<file path="config.mk">
export PLATFORM = sky130hd
export DESIGN_NAME = scanset_membership_matcher_top
export DESIGN_NICKNAME = d
export VERILOG_FILES = /design/src/hdl/ssmm_pkg.sv /design/src/hdl/ssmm_ctrl.sv /design/src/hdl/ssmm_dp.sv /design/src/hdl/scanset_membership_matcher_top.sv
export SDC_FILE = /design/constraint.sdc
export NUM_CORES = 1
export LEC_CHECK = 0
export BUFFER_PORTS_ARGS = -buffer_cell sky130_fd_sc_hd__buf_2
export CORE_UTILIZATION = 35
export DETAILED_ROUTE_END_ITERATION = 8
export PLACE_DENSITY = 0.55
export SYNTH_ARGS = -nofsm -noshare
export SYNTH_HDL_FRONTEND = slang
export SYNTH_SLANG_ARGS = --single-unit
</file>
<file path="constraint.sdc">
create_clock -name i_clk -period 3.7 [get_ports i_clk]
set_input_delay 0.555 -clock i_clk [delete_from_list [all_inputs] [get_ports i_clk]]
set_output_delay 0.555 -clock i_clk [all_outputs]
set_load 0.005 [all_outputs]
</file>
<file path="src/hdl/ssmm_pkg.sv">
package ssmm_pkg;

    localparam int unsigned BYTE_W = 8;
    localparam int unsigned IDX_W  = 6;
    localparam int unsigned LEN_W  = 7;
    localparam int unsigned DATA_W = 32;
    localparam int unsigned ADDR_W = 3;

    // operation codes carried by an input item
    localparam logic OP_WRITE = 1'b0;
    localparam logic OP_QUERY = 1'b1;

    // register index, taken from paddr[2]
    localparam logic REG_TABLE_LENGTH = 1'b0;

    localparam logic [BYTE_W-1:0] DASH_BYTE = 8'h2D;

    typedef struct packed {
        logic wr;    // write one table byte
        logic init;  // load query character, restart walk
        logic step;  // advance the walk
    } t_dp_cmd;

    typedef struct packed {
        logic fin;   // walk ends this cycle
        logic hit;   // character found in this cycle
    } t_dp_stat;

endpackage

</file>
<file path="src/hdl/ssmm_ctrl.sv">
module ssmm_ctrl (
    input  logic              i_clk,
    input  logic              i_rst_n,
    input  logic              i_start,
    input  logic              i_operation,
    input  ssmm_pkg::t_dp_stat i_stat,
    output ssmm_pkg::t_dp_cmd  o_cmd,
    output logic              o_busy,
    output logic              o_result_valid,
    output logic              o_matched
);
    import ssmm_pkg::*;

    typedef enum logic [1:0] {
        S_IDLE = 2'b01,
        S_WALK = 2'b10
    } t_state;

    t_state r_state, n_state;
    logic   r_res_vld, n_res_vld;
    logic   r_matched, n_matched;

    always_comb begin
        n_state   = r_state;
        n_res_vld = 1'b0;
        n_matched = r_matched;
        o_cmd     = '0;
        unique case (r_state)
            S_IDLE: begin
                if (i_start) begin
                    if (i_operation == OP_QUERY) begin
                        o_cmd.init = 1'b1;
                        n_state    = S_WALK;
                    end else begin
                        o_cmd.wr = 1'b1;
                    end
                end
            end
            S_WALK: begin
                o_cmd.step = 1'b1;
                if (i_stat.fin) begin
                    n_res_vld = 1'b1;
                    n_matched = i_stat.hit;
                    n_state   = S_IDLE;
                end
            end
            default: n_state = S_IDLE;
        endcase
    end

    always_ff @(posedge i_clk) begin
        if (!i_rst_n) begin
            r_state   <= S_IDLE;
            r_res_vld <= 1'b0;
        end else begin
            r_state   <= n_state;
            r_res_vld <= n_res_vld;
        end
    end

    always_ff @(posedge i_clk) begin
        r_matched <= n_matched;
    end

    assign o_busy         = (r_state == S_WALK);
    assign o_result_valid = r_res_vld;
    assign o_matched      = r_matched;

endmodule

</file>
<file path="src/hdl/ssmm_dp.sv">
module ssmm_dp #(
    parameter int unsigned TABLE_DEPTH = 64
) (
    input  logic                          i_clk,
    input  logic                          i_rst_n,
    input  ssmm_pkg::t_dp_cmd             i_cmd,
    input  logic [ssmm_pkg::IDX_W-1:0]    i_table_index,
    input  logic [ssmm_pkg::BYTE_W-1:0]   i_byte_value,
    input  logic [ssmm_pkg::LEN_W-1:0]    i_table_length,
    output ssmm_pkg::t_dp_stat            o_stat
);
    import ssmm_pkg::*;

    localparam int unsigned AW = $clog2(TABLE_DEPTH);
    localparam int unsigned LW = $clog2(TABLE_DEPTH + 1);
    localparam int unsigned CW = (LW > LEN_W) ? LW : LEN_W;
    localparam int unsigned IW = (AW > IDX_W) ? AW : IDX_W;

    logic [BYTE_W-1:0] r_mem [TABLE_DEPTH];
    logic [BYTE_W-1:0] r_rd_data;
    logic              r_rd_vld, n_rd_vld;
    logic [BYTE_W-1:0] r_ch;
    logic [LW-1:0]     r_rem, n_rem;
    logic [LW-1:0]     r_fcnt, n_fcnt;
    logic [1:0]        r_cnt, n_cnt;
    logic [BYTE_W-1:0] r_win [3];
    logic [BYTE_W-1:0] n_win [3];
    logic [BYTE_W-1:0] ext [4];

    logic [CW-1:0] len_ext;
    logic [LW-1:0] len_sat;
    logic [IW:0]   idx_ext;
    logic          wr_ok;
    logic          fetch;
    logic          rem_ge3;
    logic          ready_eval;
    logic          is_range;
    logic          eval;
    logic          hit;
    logic          take1, take3;
    logic [2:0]    cnt_sum;

    // length saturates at the table depth
    assign len_ext = CW'(i_table_length);
    assign len_sat = (len_ext > CW'(TABLE_DEPTH)) ? LW'(TABLE_DEPTH) : LW'(len_ext);

    // one spare bit so the depth itself fits in the compare
    assign idx_ext = (IW+1)'(i_table_index);
    assign wr_ok   = i_cmd.wr && (idx_ext < (IW+1)'(TABLE_DEPTH));
    assign fetch   = i_cmd.step && (r_fcnt < len_sat);

    always_ff @(posedge i_clk) begin
        if (wr_ok) begin
            r_mem[idx_ext[AW-1:0]] <= i_byte_value;
        end
        if (fetch) begin
            r_rd_data <= r_mem[r_fcnt[AW-1:0]];
        end
    end

    // window of up to three bytes, byte at entry start in slot 0
    always_comb begin
        ext[0] = (r_cnt > 2'd0) ? r_win[0] : r_rd_data;
        ext[1] = (r_cnt > 2'd1) ? r_win[1] : r_rd_data;
        ext[2] = (r_cnt > 2'd2) ? r_win[2] : r_rd_data;
        ext[3] = r_rd_data;
    end

    assign rem_ge3    = (r_rem >= LW'(3));
    assign ready_eval = rem_ge3 ? (r_cnt == 2'd3) : (r_cnt != 2'd0);
    assign eval       = i_cmd.step && (r_rem != '0) && ready_eval;
    assign is_range   = rem_ge3 && (r_win[1] == DASH_BYTE);
    assign hit        = eval && (is_range ? ((r_ch >= r_win[0]) && (r_ch <= r_win[2]))
                                          : (r_win[0] == r_ch));
    assign take3      = eval && !hit && is_range;
    assign take1      = eval && !hit && !is_range;

    assign o_stat.hit = hit;
    assign o_stat.fin = i_cmd.step && ((r_rem == '0) || hit);

    always_comb begin
        n_rd_vld = fetch;
        n_fcnt   = r_fcnt + LW'(fetch);
        n_rem    = r_rem;
        cnt_sum  = {1'b0, r_cnt} + {2'b00, r_rd_vld};
        n_win[0] = ext[0];
        n_win[1] = ext[1];
        n_win[2] = ext[2];
        if (take3) begin
            n_rem    = r_rem - LW'(3);
            cnt_sum  = cnt_sum - 3'd3;
            n_win[0] = ext[3];
            n_win[1] = ext[3];
            n_win[2] = ext[3];
        end else if (take1) begin
            n_rem    = r_rem - LW'(1);
            cnt_sum  = cnt_sum - 3'd1;
            n_win[0] = ext[1];
            n_win[1] = ext[2];
            n_win[2] = ext[3];
        end
        n_cnt = cnt_sum[1:0];
        if (!i_cmd.step) begin
            n_rd_vld = r_rd_vld;
            n_cnt    = r_cnt;
        end
        if (i_cmd.init) begin
            n_rd_vld = 1'b0;
            n_cnt    = 2'd0;
            n_fcnt   = '0;
            n_rem    = len_sat;
        end
    end

    always_ff @(posedge i_clk) begin
        if (!i_rst_n) begin
            r_rd_vld <= 1'b0;
            r_cnt    <= 2'd0;
            r_fcnt   <= '0;
            r_rem    <= '0;
        end else begin
            r_rd_vld <= n_rd_vld;
            r_cnt    <= n_cnt;
            r_fcnt   <= n_fcnt;
            r_rem    <= n_rem;
        end
    end

    always_ff @(posedge i_clk) begin
        if (i_cmd.init) begin
            r_ch <= i_byte_value;
        end
        if (i_cmd.step) begin
            r_win[0] <= n_win[0];
            r_win[1] <= n_win[1];
            r_win[2] <= n_win[2];
        end
    end

endmodule

</file>
<file path="src/hdl/scanset_membership_matcher_top.sv">
// channel   | handshake                     | payload
// ----------+-------------------------------+--------------------------------------
// item in   | start, busy (taken: start&!busy) | i_operation, i_table_index, i_byte_value
// result    | o_result_valid, one-cycle strobe | o_matched
// config    | apb write: psel&penable&pwrite   | paddr, pwdata, prdata, pready
//
// a write item is taken at once and busy never rises for it
// a query raises busy while it walks the first L bytes, L = min(table_length, TABLE_DEPTH);
//   an empty table ends the walk at once, and a hit ends it early;
//   the table memory gives one byte per cycle into a three-byte window
// the result strobe shows in the cycle busy falls, and a new item may be taken then
// reset is synchronous and active low; table contents are not cleared
// results cannot be held off by the receiver
module scanset_membership_matcher_top #(
    parameter int unsigned TABLE_DEPTH = 64
) (
    input  logic                          i_clk,
    input  logic                          i_rst_n,
    // item channel
    input  logic                          start,
    output logic                          busy,
    input  logic                          i_operation,
    input  logic [ssmm_pkg::IDX_W-1:0]    i_table_index,
    input  logic [ssmm_pkg::BYTE_W-1:0]   i_byte_value,
    // result channel
    output logic                          o_result_valid,
    output logic                          o_matched,
    // config port
    input  logic                          psel,
    input  logic                          penable,
    input  logic                          pwrite,
    input  logic [ssmm_pkg::ADDR_W-1:0]   paddr,
    input  logic [ssmm_pkg::DATA_W-1:0]   pwdata,
    output logic [ssmm_pkg::DATA_W-1:0]   prdata,
    output logic                          pready
);
    import ssmm_pkg::*;

    logic [LEN_W-1:0] r_table_length;
    logic             cfg_wr;
    t_dp_cmd          dp_cmd;
    t_dp_stat         dp_stat;

    // config register file: only table_length, at byte address 0
    assign pready = 1'b1;
    assign cfg_wr = psel && penable && pwrite && pready;

    always_ff @(posedge i_clk) begin
        if (!i_rst_n) begin
            r_table_length <= '0;
        end else if (cfg_wr && (paddr[2] == REG_TABLE_LENGTH)) begin
            r_table_length <= pwdata[LEN_W-1:0];
        end
    end

    // reads beyond the register list return zero
    assign prdata = (paddr[2] == REG_TABLE_LENGTH) ? DATA_W'(r_table_length) : '0;

    // sequencer: accepts items, runs the walk, posts the result strobe
    ssmm_ctrl u_ctrl (
        .i_clk          (i_clk),
        .i_rst_n        (i_rst_n),
        .i_start        (start),
        .i_operation    (i_operation),
        .i_stat         (dp_stat),
        .o_cmd          (dp_cmd),
        .o_busy         (busy),
        .o_result_valid (o_result_valid),
        .o_matched      (o_matched)
    );

    // table memory, streaming fetch and three-byte window matcher
    ssmm_dp #(
        .TABLE_DEPTH (TABLE_DEPTH)
    ) u_dp (
        .i_clk          (i_clk),
        .i_rst_n        (i_rst_n),
        .i_cmd          (dp_cmd),
        .i_table_index  (i_table_index),
        .i_byte_value   (i_byte_value),
        .i_table_length (r_table_length),
        .o_stat         (dp_stat)
    );

endmodule

</file>
==> out/qor.csv <==
stage,metric,value,unit
setup_path,cells on worst reg2reg path,4,
grt,first-pass GRT wire length,79700,microns
clock_network,post-CTS setup buffer count,0,
clock_network,Post-CTS Hold Buffers,0,
floorplan,die outline width,262,microns
power,PD cells,484,nW/um^2
clock_network,Clock transition at path regs,60,ps
finish,Post-Layout Inst Area,27000,sq um
timing,Least-Margin Pin Slew,985,ps
placed_design,dpl cell area,25200,sq um
timing,Max-slew headroom,34.4,%
synth,Synth area leader,edfxtp_1,
clock_network,Clock Latency Late Sink,640,ps
synth,"Avg Cell Area, Syn",19.8,sq um
placed_design,Detailed Place HPWL,34400,microns
synth,Post-synth EDFFs,553,
clock_network,CTS Buf Count,58,
synth,post-synthesis sequential area ratio,72.5,%
power,Leakage,8.54,nW
drt,# DRC,0,
grt,GRT Total Usage,16.1,%
setup_path,Setup crit end kind,flip-flop,
drt,WL per Instance,24.7,microns
timing,RSZ-0062 raised after global routing,false,
drt,Routed Antenna Nets,0,
synth,count of different cell masters after synthesis,64,
hold_path,HP Class,in2reg,
floorplan,die area,68700,sq um
placed_design,I/O Buffers,38,
timing,Final Cycle Share,83.0,%
setup_path,Critical path origin,u_dp.r_fcnt[0]$_SDFF_PP0_,
floorplan,Die Span Y,262,microns
synth,Synth top area share,70.2,%
setup_path,RR Startpoint,u_dp.r_fcnt[0]$_SDFF_PP0_,
clock_network,CTS sink count,580,
floorplan,# IOs,92,
clock_network,Root Buffer,clkbuf_16,
drt,Post-Route WL,54900,microns
timing,Sum Neg Setup Slack,0,ps
synth,Synth Instances,1193,
synth,Main synth FF type,edfxtp_1,
setup_path,startpoint types,flip-flop,
timing,count of final hold-check violations,0,
clock_network,TritonCTS clock tree,yes,
grt,vias in the first global route,11712,
status,status,finished clean,
hold_path,Hold Crit Start,pwdata[4],
timing,Final setup violation count,0,
floorplan,row cnt,94,
finish,Final nets,1393,
synth,Yosys reg bits,580,
drt,Avg Vias per Cell,5.16,
synth,Yosys warning total,0,
run,max cap viols,0,
clock_network,Clock Tree Buf Depth,3,
timing,Worst Skew,31.9,ps
synth,"top cells by area, synth","edfxtp_1, mux4_2, dfxtp_1, nor2_1, ha_1",
drt,initial DRC count,967,
timing,minimum clock period,3070,ps
setup_path,Crit Path Category,reg2reg,
grt,pin count of the biggest net entering global routing,43,
setup_path,reg2reg setup slack,630,ps
finish,antenna diode count,0,
setup_path,reg-to-reg endpoint,u_dp.r_rd_data[1]$_DFFE_PP_,
timing,highest clock rate,325,MHz
floorplan,core area,66300,sq um
setup_path,Worst Path Arrival,3410,ps
finish,layout cells sized above 1,29.8,%
grt,grt ovf,0,
setup_path,WP data required,4030,ps
setup_path,"critical path fanouts, max",27,
grt,initial antenna violation count,0,
setup_path,CP endpoint,u_dp.r_rd_data[1]$_DFFE_PP_,
synth,Synth Cell Area,23700,sq um
timing,Hold WS,183,ps
timing,Final Slew Violations,0,
power,Max rail drop VDD,0.000409,V
synth,"count leader, synth",edfxtp_1,
clock_network,H-tree levels,2,
drt,1st-pass router iterations,5,
placed_design,placer congestion estimate,0.803,
synth,Synth top cells by count,"edfxtp_1, mux4_2, nor2_1, nand2_1, buf_4",
synth,asr flop ratio synth,0,%
floorplan,Starting Density,35.7,%
clock_network,CTS resizes,0,
finish,Layout area overhead,14.3,%
drt,via count,11459,
-- per-stage QoR --
stage          instances  power, W  util, %  setup WS, ps
6_report            2220    0.0131     40.8           628
5_1_grt             2220    0.0134     40.8           508
4_1_cts             2220    0.0132     40.8           582
3_5_place_dp        2113   0.00762     38.1           590
3_3_place_gp        2113   0.00761     38.1           592
2_1_floorplan       1217   0.00747        -           782
-- worst min path at each step --
stage,end,slack [ps],cells past startpoint
floorplan,u_dp.r_rd_vld$_SDFFE_PP0P_,440,2
global placement,u_dp.r_rd_vld$_SDFFE_PP0P_,460,2
detailed placement,u_dp.r_rd_vld$_SDFFE_PP0P_,460,2
CTS,r_table_length[4]$_SDFFE_PN0P_,150,3
global route,r_table_length[6]$_SDFFE_PN0P_,170,3
finish,r_table_length[4]$_SDFFE_PN0P_,180,3
-- registers in the layout, indices dropped and copies added (netlist names) --
signal,cells
u_dp.r_mem,512
u_dp.r_win,24
u_dp.r_ch,8
u_dp.r_rd_data,8
r_table_length,7
u_dp.r_fcnt,7
u_dp.r_rem,7
u_ctrl.r_state,2
u_dp.r_cnt,2
u_ctrl.o_matched,1
u_ctrl.o_result_valid,1
u_dp.r_rd_vld,1
-- cells in the final DEF, fill, tap and decap left out, types with 15 or more instances in the layout --
master     Yosys  final
nor2_1        95     95
mux2i_1       15     15
dfxtp_1       27     23
nand2_1       33     33
mux4_2       168    168
ha_1          28     28
clkbuf_16      0     58
inv_1         25     25
buf_4         31     71
edfxtp_1     553    553
buf_2         13     38
conb_1         2     26
clkinv_2       0     16
-- cell type report --
cell class	instances	area (sq um)
Multi-Input combinational cell	526	6040
Fill cell	5954	39300
Clock buffer	71	1500
Timing Repair Buffer	116	863
Tap cell	864	1080
Sequential cell	580	17200
Clock inverter	36	294
Inverter	27	101
-- metal layers --
layer  vias to the layer above  GRT usage [%]  wire [microns]  part of all wire [%]
li1                       5045              -               -                     -
met1                      6075           22.2           24200                    44
met2                       261           26.1           26700                    49
met3                        78           3.11            2680                   4.9
met4                         0           4.64            1320                   2.4
met5                         -              0               0                     0
-- critical path: stages (launching register included) --
cell	delay (ps)
dfxtp_4	750
buf_4	340
mux4_2	570
mux4_2	570
mux4_2	550
-- where the power goes --
part	switching (W)	internal (W)
combinational	0.000202	0.0000640
clock	0.00251	0.00310
sequential	0.0000124	0.00720
-- cell families after synthesis --
group                      after synthesis  share of synthesized area, %
xor gates and xnor gates                10                         0.370
AOI/OAI and AO/OA                       70                          2.17
muxes                                  196                          17.2
buffers and inverters                  111                          2.38
DFF                                    580                          72.5
adders and majority gates               29                          1.52
other                                    2                        0.0317
and+or+nand+nor                        195                          3.82
(Power assumes the default switching activity.)
